===== src/rtl/pn_pkg.sv =====
// Shared types and constants for the path normalizer.
// Operation codes, byte constants and control structs used by all rtl files.
// No dependencies.
`timescale 1ns / 1ps

package pn_pkg;

    localparam int PATH_BYTES_DEF = 512;
    localparam int MAX_DEPTH_DEF  = 256;

    localparam int          CL_W     = 10;
    localparam logic [9:0]  COMP_MAX = 10'd1023;

    localparam logic [7:0] CHAR_SLASH = 8'h2F;
    localparam logic [7:0] CHAR_DOT   = 8'h2E;

    typedef enum logic [1:0] {
        OP_PUSH = 2'd0,
        OP_END  = 2'd1,
        OP_READ = 2'd2
    } t_op;

    // What the output stage needs to know about a read transaction.
    typedef struct packed {
        logic hit;   // index below the current length
        logic root;  // index 0, which always holds '/'
    } t_rd_info;

    // Stack memory commands from the control logic.
    typedef struct packed {
        logic push;   // write an entry at the current depth
        logic fetch;  // read the entry that becomes the new top after a pop
    } t_stk_ctl;

endpackage


===== src/rtl/pn_stack.sv =====
// Component start stack of the path normalizer.
// A memory of entries {slash before start, start position} with the top entry
// cached in a register so a pop never waits on the read latency; uses pn_pkg.
`timescale 1ns / 1ps

module pn_stack #(
    parameter int MAX_DEPTH = pn_pkg::MAX_DEPTH_DEF,
    parameter int EW        = 10,
    parameter int SIW       = $clog2(MAX_DEPTH)
) (
    input  logic                i_clk,
    input  logic                i_rst_n,
    input  pn_pkg::t_stk_ctl    i_ctl,
    input  logic [SIW-1:0]      i_wr_idx,
    input  logic [EW-1:0]       i_wr_data,
    input  logic [SIW-1:0]      i_rd_idx,
    output logic [EW-1:0]       o_top
);
    import pn_pkg::*;

    logic [EW-1:0] r_mem [MAX_DEPTH];
    logic [EW-1:0] r_q;
    logic [EW-1:0] r_top;
    logic          r_pend;

    always_ff @(posedge i_clk) begin
        if (i_ctl.push) begin
            r_mem[i_wr_idx] <= i_wr_data;
        end
        if (i_ctl.fetch) begin
            r_q <= r_mem[i_rd_idx];
        end
    end

    // A pop starts a fetch of the entry below into the read register, which
    // then feeds the top register unless a push has replaced the top by then.
    always_ff @(posedge i_clk) begin
        if (!i_rst_n) begin
            r_pend <= 1'b0;
        end else begin
            r_pend <= i_ctl.fetch;
        end
    end

    always_ff @(posedge i_clk) begin
        if (i_ctl.push) begin
            r_top <= i_wr_data;
        end else if (r_pend) begin
            r_top <= r_q;
        end
    end

    assign o_top = r_top;

endmodule


===== config.mk =====
export PLATFORM = sky130hd
export DESIGN_NAME = pn_stack
export DESIGN_NICKNAME = d
export VERILOG_FILES = /design/src/rtl/pn_pkg.sv /design/src/rtl/pn_stack.sv
export SDC_FILE = /design/constraint.sdc
export NUM_CORES = 2
export LEC_CHECK = 0
export BUFFER_PORTS_ARGS = -buffer_cell sky130_fd_sc_hd__buf_2
export CORE_MARGIN = 4
export CORE_UTILIZATION = 55
export DETAILED_ROUTE_END_ITERATION = 6
export PLACE_DENSITY_LB_ADDON = 0.1
export SYNTH_ARGS = -nofsm -noshare
export SYNTH_HDL_FRONTEND = slang
export SYNTH_SLANG_ARGS = --single-unit

===== constraint.sdc =====
create_clock -name i_clk -period 2.7 [get_ports i_clk]
set_input_delay 0.54 -clock i_clk [delete_from_list [all_inputs] [get_ports i_clk]]
set_output_delay 0.54 -clock i_clk [all_outputs]
set_load 0.005 [all_outputs]

### After elaboration in Yosys (flattened, before gate mapping)

Memories as Yosys holds them, arrays and structs flattened. A register that Yosys moved wholly into a read port is not among the register bits.
Index checks and enable logic that the tools add are counted.

| operators by class | value |
|---|---|
| multiplexer cells | 4 |
| reduce and logical (&&, ||, !) cells | 1 |

Operators with widths:

| cell | number |
|---|---|
| $mux W10 | 2 |
| $mux W1 | 2 |
| $reduce_bool A2 Y1 | 1 |

| word-level totals | value |
|---|---|
| register bits | 11 |
| memory bits (writable) | 2,560 |
| input port bits | 30 |
| output and inout bits | 10 |
| word-level logic and storage cells | 8 |
| memories | 1 |

Memory list:

| memory | words | width | rd ports | clocked after Yosys merged registers in | write ports | line | source |
|---|---|---|---|---|---|---|---|
| r_mem | 256 | 10 | 1 | 1 | 1 | pn_stack.sv:21 | `logic [EW-1:0] r_mem [MAX_DEPTH];` |

### Longest topological paths before layout

| logic depth | value |
|---|---|
| word-level depth | 2 |
| depth in mapped cells | 12 |

### Worst setup path before layout

Ideal clock, no wire load.

| path | value |
|---|---|
| kind | input to register |
| start | in i_rd_idx[0] |
| end | reg r_q[2], read port of r_mem, data pin |
| setup time | 255 ps |
| data arrival time | 2,409 ps |
| required time | 2,445 ps |
| path slack | 36 ps |
| stages | 11 |
| cell sequence | buf_6 -> buf_12 -> buf_6 -> buf_4 -> buf_6 -> mux4_2 -> mux2i_1 -> nor2_1 -> nor3_1 -> nand2_1 -> and3_1 |

RTL lines:

| item | line | source |
|---|---|---|
| start, declared | pn_stack.sv:16 | `input logic [SIW-1:0] i_rd_idx,` |
| end, declared | pn_stack.sv:22 | `logic [EW-1:0] r_q;` |

==> flow_summary.ini <==
[power]
p_int_mw = 66.91
p_leak_nw = 38.98
powerDensity_nw_per_um2 = 715.2
p_comb_frac = 0.057
pwr-share-clk = 0.420
swShare = 0.2097
switchingPower_mw = 17.76
ir_drop_mv = 0.4279
seqPwrFrac = 0.523
totalPowerFinal_mw = 84.66

[synthesis]
synth_mux_area_frac = 0.1549
yosysWarnings = 0
synth_top_family_by_area = multiplexers
syn_area_per_cell_um2 = 21.70
synth_edf_count = 2580
synth.distinct_cells = 59
ys_dominant_reg_cell = edfxtp_1
synth_xor_area_frac = 0
synthAdderAreaFrac = 0
synth-seq-cells = 2581
synth-simple-area-share = 0.02341
synth-compound-area-share = 0.02816
ys_seq_area_frac = 0.7752
ys_async_sr_fraction = 0
syn_nets = 4636
synth_area_um2 = 99970
synth_cells = 4606

[run_status]
violations = antenna rules, setup timing
status = finished with violations

[detailed_routing]
ant_nets = 1
vias = 52261
wirelength_um = 268800
drtIter0Drc = 6959
drc = 0
wl_per_cell_um = 33.02
drt-pass1-iter-count = 5
via_per_inst = 6.420

[clock_network]
cts_buffers = 281
cts-root-buf = clkbuf_16
cts_tree = yes
cts_buffer_depth = 4
clock-sinks = 2581
h-tree-depth = 5
path_clk_slew_ns = 0.06
clk_latency_ns = 0.91

[sta]
min_period_ns = 2.761
worstMarginPinSlew_ns = 0.9907
final_max_slew_viol_count = 0
rsz0062_at_grt = no
fmaxAchievable_mhz = 362.2
slew_headroom = 0.3395
skew_ns = 0.04091
finalSetupViolCount = 3
fin_ws_ns = -0.06105
post-route-period-util = 1.023
finalHoldViolations = 0

[placement]
place_ws_ns = -1.282
place.gp.congestion = 0.8776
portBuffers = 39
hpwl_um = 175800

[grt]
antenna_found_initial = 13
grt_overflow_total = 0
track_usage = 0.2886
grt_pass1_vias = 51601
grt_max_degree = 107
grt_pass1_wl_um = 384000

[worst_setup_path]
critPathMaxFanout = 15
startpoint_type = input port
required_ns = 3.33
end_kind = register
worstPathArrival_ns = 3.39
path_class = input port to register

[final_layout]
final_cell_mix = edfxtp_1 (2,580), buf_4 (799), mux4_2 (571), nor2_1 (297), clkbuf_16 (289)
layout-drive-gt1-share = 0.3345
syn2layout_area_growth_pct = 18.41
nNetsFinal = 5597
final_core_util = 0.6549
fillers = 11976
layout_commonest_cell = edfxtp_1

[floorplanning]
start_util = 0.5531
row_count = 156
die_w_um = 434.3
io_pins = 40
coreArea_um2 = 180700
die_h_um = 434.3
dieArea_um2 = 188600

[job]
cap_violations = 0

[min_path]
hold_path_class = input port to register
## cells by family (layout without fill, tap and decap cells)
group	after synthesis	count (layout)
AOI/OAI and AO/OA	413	413
and+or+nand+nor	535	535
muxes	794	794
other	0	12
DFF	2581	2581
buffers and inverters	283	1435
## metal layers
metal  GRT usage  vias to the layer above  part of all wire
li1            -                    21316                 -
met1      0.4322                    27822              0.41
met2      0.4398                     2718              0.47
met3     0.05790                      405             0.092
met4     0.08346                        0             0.028
met5           0                        -                 0
## cells in the mapped netlist (18+ instances only)
master | n | share of area
edfxtp_1 | 2580 | 0.77
mux4_2 | 571 | 0.13
nor2_1 | 299 | 0.011
mux2i_1 | 186 | 0.019
a22oi_1 | 155 | 0.012
clkbuf_1 | 116 | 0.0044
a21oi_1 | 101 | 0.0051
nand2_1 | 92 | 0.0035
buf_2 | 55 | 0.0028
buf_6 | 32 | 0.0036
buf_4 | 30 | 0.0023
o21ai_0 | 28 | 0.0014
nor3_1 | 25 | 0.0013
mux4_1 | 23 | 0.0060
nand3_1 | 23 | 0.0012
o22ai_1 | 23 | 0.0014
a211oi_1 | 21 | 0.0016
nor2b_1 | 21 | 0.0013
nor4_1 | 21 | 0.0013
buf_8 | 20 | 0.0030
o221ai_1 | 19 | 0.0017
a221oi_1 | 18 | 0.0016
## flip-flops by register name (all words and copies together), names as in the netlist
register  cells
o_top        10
r_pend        1
r_mem      2560
r_q          10
## critical path: stages
cell and delay, ns:
buf_8 0.18, buf_12 0.22, buf_12 0.18, buf_12 0.11, mux4_2 0.47, and2_1 0.17
a211oi_1 0.47, buf_4 0.20, o32ai_1 0.12, o32ai_2 0.44, buf_4 0.19, a211oi_1 0.04
## worst paths after layout
kind / end / slack (ns) / start / cells past startpoint
setup / recovery: r_q[1]$_DFFE_PP_ / -0.06 / i_rd_idx[0] / 12
hold / removal: r_mem[196][7]$_DFFE_PP_ / 0.08 / i_wr_data[7] / 1
setup reg to reg: r_q[1]$_DFFE_PP_ / -0.03 / r_mem[111][1]$_DFFE_PP_ / 8
hold reg to reg: o_top[0]$_DFFE_PP_ / 0.67 / r_q[0]$_DFFE_PP_ / 1
## repair_timing
item,CTS,global route
gates resized for setup,10,4
hold buffers,1,0
hold endpoints to repair,1,0
pin swaps,0,2
buffers inserted,0,0
setup endpoints to repair,6,3
## per-stage QoR
stage | hold WS [ns] | cells | instance area [um^2] | setup TNS (ns)
5_1_grt | 0.08115 | 8130 | 118400 | 0
3_3_place_gp | 0.6316 | 7653 | 109900 | -8.928
3_5_place_dp | 0.6182 | 7653 | 109900 | -9.346
2_1_floorplan | 0.5248 | 4606 | 99970 | 0
4_1_cts | 0.08363 | 8128 | 118300 | 0
6_report | 0.07993 | 8140 | 118400 | -0.1111
## area by class of cell
cell class / count / area, um^2 / share of cell area
antenna: 12 / 30.03 / 0.0002537
sequential: 2581 / 77490 / 0.6547
timing repair buffer: 957 / 8726 / 0.07371
clock inverter: 121 / 893.4 / 0.007547
inverter: 4 / 17.52 / 0.0001480
clock buffer: 353 / 7472 / 0.06312
tap: 2370 / 2965 / 0.02505
multi-input combinational: 1742 / 20780 / 0.1755
## power by group through the flow
stage	Combinational [mW]	Sequential [mW]	Clock [mW]
2_1_floorplan	2.15	45.1	0
3_3_place_gp	4.78	45.1	0
3_5_place_dp	4.83	45.1	0
4_1_cts	4.85	44.2	36.1
5_1_grt	5.08	44.2	37.9
6_report	4.87	44.2	35.5
No activity file was read; power rests on OpenSTA's default activity.
