===== src/rtl/pn_pkg.sv =====
// Shared types and constants for the path normalizer.
// Operation codes, byte constants and control structs used by all rtl files.
// No dependencies.
`timescale 1ns / 1ps

package pn_pkg;

    localparam int PATH_BYTES_DEF = 512;
    localparam int MAX_DEPTH_DEF  = 256;

    localparam int          CL_W     = 10;
    localparam logic [9:0]  COMP_MAX = 10'd1023;

    localparam logic [7:0] CHAR_SLASH = 8'h2F;
    localparam logic [7:0] CHAR_DOT   = 8'h2E;

    typedef enum logic [1:0] {
        OP_PUSH = 2'd0,
        OP_END  = 2'd1,
        OP_READ = 2'd2
    } t_op;

    // What the output stage needs to know about a read transaction.
    typedef struct packed {
        logic hit;   // index below the current length
        logic root;  // index 0, which always holds '/'
    } t_rd_info;

    // Stack memory commands from the control logic.
    typedef struct packed {
        logic push;   // write an entry at the current depth
        logic fetch;  // read the entry that becomes the new top after a pop
    } t_stk_ctl;

endpackage


===== src/rtl/pn_ctrl.sv =====
// Control and path state of the path normalizer.
// Decodes each transaction, updates position, depth and component state, and
// drives the store and stack memories; uses pn_pkg.
`timescale 1ns / 1ps

module pn_ctrl #(
    parameter int PATH_BYTES = pn_pkg::PATH_BYTES_DEF,
    parameter int MAX_DEPTH  = pn_pkg::MAX_DEPTH_DEF,
    parameter int AW         = $clog2(PATH_BYTES),
    parameter int WPW        = $clog2(PATH_BYTES + 1),
    parameter int SIW        = $clog2(MAX_DEPTH)
) (
    input  logic                i_clk,
    input  logic                i_rst_n,
    input  logic                i_accept,
    input  logic [1:0]          i_operation,
    input  logic [7:0]          i_char_in,
    input  logic [AW-1:0]       i_read_index,
    // result store
    output logic                o_st_we,
    output logic [AW-1:0]       o_st_waddr,
    output logic [7:0]          o_st_wdata,
    output logic                o_st_re,
    // component stack
    output pn_pkg::t_stk_ctl    o_stk_ctl,
    output logic [SIW-1:0]      o_stk_wr_idx,
    output logic [WPW:0]        o_stk_wr_data,
    output logic [SIW-1:0]      o_stk_rd_idx,
    input  logic [WPW:0]        i_stk_top,
    // state seen by the output stage
    output logic [WPW-1:0]      o_length,
    output logic                o_overflow,
    output pn_pkg::t_rd_info    o_rd_info
);
    import pn_pkg::*;

    localparam int DW = $clog2(MAX_DEPTH + 1);
    localparam int SW = ((WPW > CL_W) ? WPW : CL_W) + 1;

    logic [WPW-1:0]  r_wp, n_wp, c_wp;
    logic [DW-1:0]   r_depth, n_depth, c_depth;
    logic [CL_W-1:0] r_cl, n_cl, c_cl;
    logic            r_dots, n_dots, c_dots;
    logic            r_done, n_done;
    logic            r_ovf, n_ovf, c_ovf;
    logic            r_ls, n_ls, c_ls;   // byte before the write position is '/'
    t_rd_info        r_rd, n_rd;

    t_op             op;
    logic [SW-1:0]   pos;
    logic            close_req;

    assign op = t_op'(i_operation);

    always_comb begin
        // A push after an end starts a fresh path.
        c_wp    = r_wp;
        c_depth = r_depth;
        c_cl    = r_cl;
        c_dots  = r_dots;
        c_ovf   = r_ovf;
        c_ls    = r_ls;
        if (op == OP_PUSH && r_done) begin
            c_wp    = WPW'(1);
            c_depth = '0;
            c_cl    = '0;
            c_dots  = 1'b1;
            c_ovf   = 1'b0;
            c_ls    = 1'b1;
        end

        n_wp      = c_wp;
        n_depth   = c_depth;
        n_cl      = c_cl;
        n_dots    = c_dots;
        n_ovf     = c_ovf;
        n_ls      = c_ls;
        n_done    = r_done;
        n_rd      = '0;
        close_req = 1'b0;

        pos          = SW'(c_wp) + SW'(c_cl);
        o_st_we      = 1'b0;
        o_st_waddr   = pos[AW-1:0];
        o_st_wdata   = i_char_in;
        o_st_re      = 1'b0;
        o_stk_ctl    = '0;
        o_stk_wr_idx = c_depth[SIW-1:0];
        o_stk_wr_data = {c_ls, c_wp};
        o_stk_rd_idx = SIW'(c_depth - DW'(2));

        case (op)
            OP_PUSH: begin
                n_done = 1'b0;
                if (i_char_in == CHAR_SLASH) begin
                    close_req = 1'b1;
                end else if (c_cl >= COMP_MAX) begin
                    n_ovf = 1'b1;
                end else begin
                    if (pos < SW'(PATH_BYTES)) begin
                        o_st_we = 1'b1;
                    end else begin
                        n_ovf = 1'b1;
                    end
                    n_cl = c_cl + CL_W'(1);
                    if (i_char_in != CHAR_DOT) begin
                        n_dots = 1'b0;
                    end
                end
            end
            OP_END: begin
                if (!r_done) begin
                    close_req = 1'b1;
                    n_done    = 1'b1;
                end
            end
            OP_READ: begin
                o_st_re     = 1'b1;
                n_rd.hit    = WPW'(i_read_index) < r_wp;
                n_rd.root   = (i_read_index == '0);
            end
            default: begin
            end
        endcase

        if (close_req && c_cl != '0) begin
            if (c_dots && c_cl == CL_W'(1)) begin
                // "." is dropped
            end else if (c_dots && c_cl == CL_W'(2)) begin
                // ".." climbs one level, or stays at root
                if (c_depth != '0) begin
                    n_depth = c_depth - DW'(1);
                    n_wp    = i_stk_top[WPW-1:0];
                    n_ls    = i_stk_top[WPW];
                    if (c_depth >= DW'(2)) begin
                        o_stk_ctl.fetch = 1'b1;
                    end
                end
            end else if (c_depth == DW'(MAX_DEPTH)) begin
                n_ovf = 1'b1;
            end else begin
                o_stk_ctl.push = 1'b1;
                n_depth        = c_depth + DW'(1);
                o_st_wdata     = CHAR_SLASH;
                if (pos < SW'(PATH_BYTES)) begin
                    o_st_we = 1'b1;
                    n_wp    = WPW'(pos + SW'(1));
                    n_ls    = 1'b1;
                end else begin
                    // The component itself filled the last byte if it started
                    // below capacity.
                    n_ovf = 1'b1;
                    n_wp  = WPW'(PATH_BYTES);
                    if (c_wp < WPW'(PATH_BYTES)) begin
                        n_ls = 1'b0;
                    end
                end
            end
            n_cl   = '0;
            n_dots = 1'b1;
        end

        // Drop a trailing slash unless the result is just the root.
        if (op == OP_END && !r_done && n_wp > WPW'(1) && n_ls) begin
            n_wp = n_wp - WPW'(1);
        end

        if (!i_accept) begin
            o_st_we   = 1'b0;
            o_st_re   = 1'b0;
            o_stk_ctl = '0;
        end
    end

    always_ff @(posedge i_clk) begin
        if (!i_rst_n) begin
            r_wp    <= WPW'(1);
            r_depth <= '0;
            r_cl    <= '0;
            r_dots  <= 1'b1;
            r_done  <= 1'b0;
            r_ovf   <= 1'b0;
            r_ls    <= 1'b1;
            r_rd    <= '0;
        end else if (i_accept) begin
            r_wp    <= n_wp;
            r_depth <= n_depth;
            r_cl    <= n_cl;
            r_dots  <= n_dots;
            r_done  <= n_done;
            r_ovf   <= n_ovf;
            r_ls    <= n_ls;
            r_rd    <= n_rd;
        end
    end

    assign o_length   = r_wp;
    assign o_overflow = r_ovf;
    assign o_rd_info  = r_rd;

endmodule


===== config.mk =====
export PLATFORM = sky130hd
export DESIGN_NAME = pn_ctrl
export DESIGN_NICKNAME = d
export VERILOG_FILES = /design/src/rtl/pn_pkg.sv /design/src/rtl/pn_ctrl.sv
export SDC_FILE = /design/constraint.sdc
export NUM_CORES = 1
export LEC_CHECK = 0
export BUFFER_PORTS_ARGS = -buffer_cell sky130_fd_sc_hd__buf_2
export CAP_MARGIN = 30
export CORE_MARGIN = 2
export CORE_UTILIZATION = 61
export CTS_CLUSTER_SIZE = 12
export DETAILED_ROUTE_END_ITERATION = 12
export GPL_TIMING_DRIVEN = 0
export MAX_ROUTING_LAYER = met4
export PLACE_DENSITY = 0.93
export SLEW_MARGIN = 20
export SYNTH_ARGS = -nofsm -noshare
export SYNTH_HDL_FRONTEND = slang
export SYNTH_SLANG_ARGS = --single-unit

===== constraint.sdc =====
create_clock -name i_clk -period 15 [get_ports i_clk]
set_input_delay 1.5 -clock i_clk [delete_from_list [all_inputs] [get_ports i_clk]]
set_output_delay 1.5 -clock i_clk [all_outputs]
set_load 0.05 [all_outputs]

* Word level (Yosys, flattened, before mapping) *
Index checks and enable logic that the tools add are counted.

storage, ports and cells
  bits in latches = 0
  memory bits (read-only) = 0
  output and inout port bits = 61
  memory bits (writable) = 0
  register bits = 35
  word-level logic and storage cells = 115
  memories = 0
  input bits = 33

operators by class
  add/sub/neg operators = 7
  multipliers = 0
  reductions and logical operators = 14
  bitwise logic cells = 0
  shifts and indexed selects = 0
  divide/modulo/power cells = 0
  $lt $le $gt $ge = 6
  equality and inequality tests = 7
  muxes and demuxes = 72

operator list
  kind                   number
  $mux 10                13
  $mux 9                 6
  $mux 1                 43
  $mux 8                 4
  $add 10x1->10 const B  2
  $add 10x10->11         1
  $lt 11x10->1 const B   1
  $eq 10x1->1 const B    1
  $eq 10x2->1 const B    1
  $ge 10x10->1 const B   1
  $gt 10x1->1 const B    1
  $lt 10x10->1 const B   1
  $lt 9x10->1            1
  $reduce_bool 10->1     1
  $sub 10x1->10 const B  1
  $add 9x1->9 const B    1
  $eq 9x9->1 const B     1
  $ge 9x2->1 const B     1
  $logic_not 9->1        1
  $reduce_bool 9->1      1
  $sub 9x1->9 const B    1
  $eq 8x6->1 const B     1
  $mux 2                 4
  $ne 8x6->1 const B     1
  other kinds (9)        16

* Logic depth before layout (Yosys ltp) *
  depth after elaboration = 15
  mapped depth = 24
  depth with buffers taken out = 19

* Worst setup path after synthesis *
No wires, ideal clock.

  path kind = input port to output port
  start point = input port i_operation[1]
  end point = output port o_stk_ctl[0] (netlist name)
  arrival time = 5.266 ns
  slack = 8.234 ns
  buffers on the path = 7
  required time = 13.500 ns
  cell stages on the path = 16
  cell sequence = buf_6 -> or3b_1 -> buf_2 -> buf_6 -> clkbuf_1 -> clkbuf_1 -> nand2_1 -> inv_1 -> ha_1 -> a2bb2oi_1 -> nor3_1 -> nor4_2 -> clkbuf_1 -> buf_2 -> nand2_1 -> a211oi_1

RTL lines
  what         line           source
  from (decl)  pn_ctrl.sv:16  input logic [1:0] i_operation,
  to (decl)    pn_ctrl.sv:25  output pn_pkg::t_stk_ctl o_stk_ctl,

* Worst setup path in the final report *
  start point = input port i_operation[0]
  end point = output port o_st_we

on the way
  cells in the longest elaborated chain, start to end = 15
  elaborated cells between the ends (all ways) = 28
  those cells by class = 1 x add/sub; 2 x order compare; 4 x eq/ne; 15 x mux; 6 x reduce/logical

RTL lines
  what               line                            source
  $logic_not 2->1    pn_ctrl.sv:63, pn_ctrl.sv:92
  $logic_and 1x1->1  pn_ctrl.sv:63                   if (op == OP_PUSH && r_done) begin
  $mux 10            pn_ctrl.sv:63
  $add 10x10->11     pn_ctrl.sv:82                   pos = SW'(c_wp) + SW'(c_cl);
  $lt 11x10->1       pn_ctrl.sv:100, pn_ctrl.sv:145
  $mux 1             pn_ctrl.sv:100                  if (pos < SW'(PATH_BYTES)) begin
  $mux 1             pn_ctrl.sv:97                   end else if (c_cl >= COMP_MAX) begin
  $mux 1             pn_ctrl.sv:95                   if (i_char_in == CHAR_SLASH) begin
  $mux 1             pn_ctrl.sv:92                   case (op)
  $mux 1             pn_ctrl.sv:145                  if (pos < SW'(PATH_BYTES)) begin
  $mux 1             pn_ctrl.sv:139                  end else if (c_depth == DW'(MAX_DEPTH)) begin
  $mux 1             pn_ctrl.sv:129                  end else if (c_dots && c_cl == CL_W'(2)) begin
  $mux 1             pn_ctrl.sv:127                  if (c_dots && c_cl == CL_W'(1)) begin
  $mux 1 *           pn_ctrl.sv:126                  if (close_req && c_cl != '0) begin
  $mux 1 *           pn_ctrl.sv:168                  if (!i_accept) begin
  to (decl)          pn_ctrl.sv:20                   output logic o_st_we,

Mark *: on every way between the ends. The rest lies on a longest branch, timed or not.

==> flow_summary.toml <==
[cells_and_area]
syn_to_final_growth_pct = 15.5
instances_no_fill = 830
fillCellCount = 623
antenna_cells = 0
drive_above_1_share_pct = 21.1
nets = 790

[detailed_routing]
via_per_inst = 6.92
dr.pass1.iters = 7
drt-total-wl_um = 17500
first_iter_violations = 705
ant_nets = 0
wl_per_cell_um = 21.1
drc = 0
routed-via-count = 5746

[power]
p_seq_share_pct = 31.2
power_w = 0.000315
internal_power_w = 0.000182
clockPowerShare_pct = 29.4
switchingPower_w = 0.000133
power_density_nw_per_um2 = 60.6
swShare_pct = 42.2
combPwrFrac_pct = 39.4
max-vdd-ir-drop_v = 0.0000413
p_leak_nw = 2.27

[clock_network]
cts_tree = "yes"
max-clock-path-buffers = 2
clk_pin_slew_ps = 90
hold_buffers = 0
cts.sinks = 35
cts_setup_buffers = 0
cts_resized = 0
clockRootBuffer = "clkbuf_8"
clkLatencyLatePin_ps = 300
cts_max_level = 2
cts_made_buffers = 5

[logic_synthesis]
synth_cells = 631
syn-num-nets = 691
synth.cell_area_um2 = 4500
synth_top_cell_area_share_pct = 15.6
synth-edff-count = 0
seq_area_frac_synth_pct = 15.6
synthArstFlopShare_pct = 0
avgSynthCellArea_um2 = 7.13
synth_area_leaders = "dfxtp_1 (16%), ha_1 (7.5%), nand2_1 (5.3%)"
synth_commonest_cells = "nand2_1 (63), o21ai_0 (46), nor2_1 (45)"
synth_top_flop_cell = "dfxtp_1"
synth-seq-cells = 35
ys.warnings.count = 0
ys_types = 93
synth_top_area_cell = "dfxtp_1"
yosysMostFrequentCell = "nand2_1"

[floorplan]
placeableCoreArea_um2 = 7210
fp.dieH_um = 89.9
rows = 31
floorplan.initialDensity_pct = 62.4
ios = 94
die_x_um = 89.9
dieArea_um2 = 8080

[run]
maxCapViolations = 0

[grt]
grt_pass1_wl_um = 27100
grt_antenna_before_repair = 0
grt_remaining_overflow = 0
grt_usage_pct = 43.0
first_global_vias = 5158
grt_max_degree = 13

[timing]
tightest_slew_ps = 1030
slew_viol_final = 0
skew_ps = 7.06
rsz0062_at_grt = "no"
min_period_over_period_pct = 50.2
slew_headroom_pct = 31.4
hold_viol = 0
min_period_ps = 7520
finalSetupViolCount = 0
max_freq_mhz = 133
setup_tns_ps = 0

[setup_path]
cp-start-kind = "primary input"
worstPathRequired_ps = 13500
rrSetupSlack_ps = 8990
crit_fanout = 10
arrival_ps = 6020
worstSetupStartpoint = "i_operation[0]"
crit_type = "primary input to primary output"
endpoint_kind = "primary output"
reg2reg_from = "r_done$_SDFFE_PN0P_"

[placed_design]
dp.cells = 821
numPortBuffers = 91
dpl.hpwl_um = 13500
place.gp.congestion = 1.09

[status]
status = "finished clean"

[worst_hold_path]
hold_path_class = "register to register"
hold_start = "o_rd_info[1]$_SDFFE_PN0P_"
-- per-layer routing --
layer	vias up	track usage, %	share of wire [%]
li1	2536	-	-
met1	2641	54.5	38
met2	469	66.0	43
met3	100	10.5	13
met4	0	17.6	5.1
met5	-	-	0
-- kinds of logic (layout without fill, tap and decap cells) --
logic type	count (synthesis)	count (layout)	share of synthesized area, %
AND/OR/NAND/NOR	265	265	31.9
buffers and inverters	78	178	7.64
multiplexers	3	3	0.834
flip-flops	35	35	15.6
XOR/XNOR	21	21	4.09
adder cells (fa/ha/maj)	28	28	7.73
AO/OA/AOI/OAI	201	201	32.3
-- metrics by stage --
stage                     hold slack, ps  worst slack (ps)  util [%]  area (um2)
after floorplan                      451              8230         -        4500
after global placement               460              7840      70.4        5080
after detailed placement             470              7730      70.4        5080
after CTS                            483              7720      72.0        5190
after global routing                 517              7350      72.1        5200
final                                487              7480      72.1        5200
-- worst max-delay path, cell delays in order --
cell and delay (ps):
buf_2 160, or3b_1 120, buf_2 200, buf_6 200, clkbuf_1 450, clkbuf_1 450
clkbuf_1 410, and2_1 260, ha_1 140, buf_2 180, nand3_1 120, a2111oi_2 430
a21boi_0 440, o211ai_1 250, and2_1 240, nor2_1 170, buf_2 290
-- placed cells by master (no fill, tap or decap), types with 6 or more instances in the layout --
master	instances
nand2_1	63
nor2_1	45
and2_1	15
clkbuf_1	24
or4_1	7
xor2_1	7
xnor2_1	14
inv_1	34
o21ai_0	46
nor2b_1	17
ha_1	27
buf_2	102
a21oi_1	38
a32oi_1	13
dfxtp_1	35
a22oi_1	6
nor3_1	20
a21o_1	11
a31oi_1	11
and3_1	11
nand2b_1	9
nand4_1	13
nand3_1	22
-- worst paths after layout --
| kind | cells after the start | end |
|---|---|---|
| max | 17 | o_st_we |
| min | 2 | o_rd_info[1]$_SDFFE_PN0P_ |
| max reg2reg | 20 | o_length[0]$_SDFFE_PN1P_ |
| min reg2reg | 2 | o_rd_info[1]$_SDFFE_PN0P_ |
-- cell type report --
class                      instances  area (um2)  share of cell area [%]
multi-input combinational        518        3460                    66.5
sequential                        35         701                    13.5
timing repair buffer              92         460                    8.86
buffer                            43         213                    4.09
inverter                          35         131                    2.53
tap                               99         124                    2.38
clock buffer                       5        68.8                    1.32
clock inverter                     3        43.8                   0.842
-- power by group through the flow --
stage | registers [W] | logic, W | clock network (W)
6_report | 0.0000984 | 0.000124 | 0.0000924
5_1_grt | 0.0000987 | 0.000131 | 0.0000955
4_1_cts | 0.0000983 | 0.000121 | 0.0000917
3_5_place_dp | 0.000100 | 0.000120 | 0
3_3_place_gp | 0.000100 | 0.000118 | 0
2_1_floorplan | 0.000106 | 0.0000812 | 0
-- flip-flops by register name, summed over array words and instances (netlist names) --
name	flops
o_overflow	1
r_ls	1
o_rd_info	2
o_length	10
r_dots	1
r_done	1
r_cl	10
r_depth	9
Note: power is estimated with default switching activity, not from simulation.
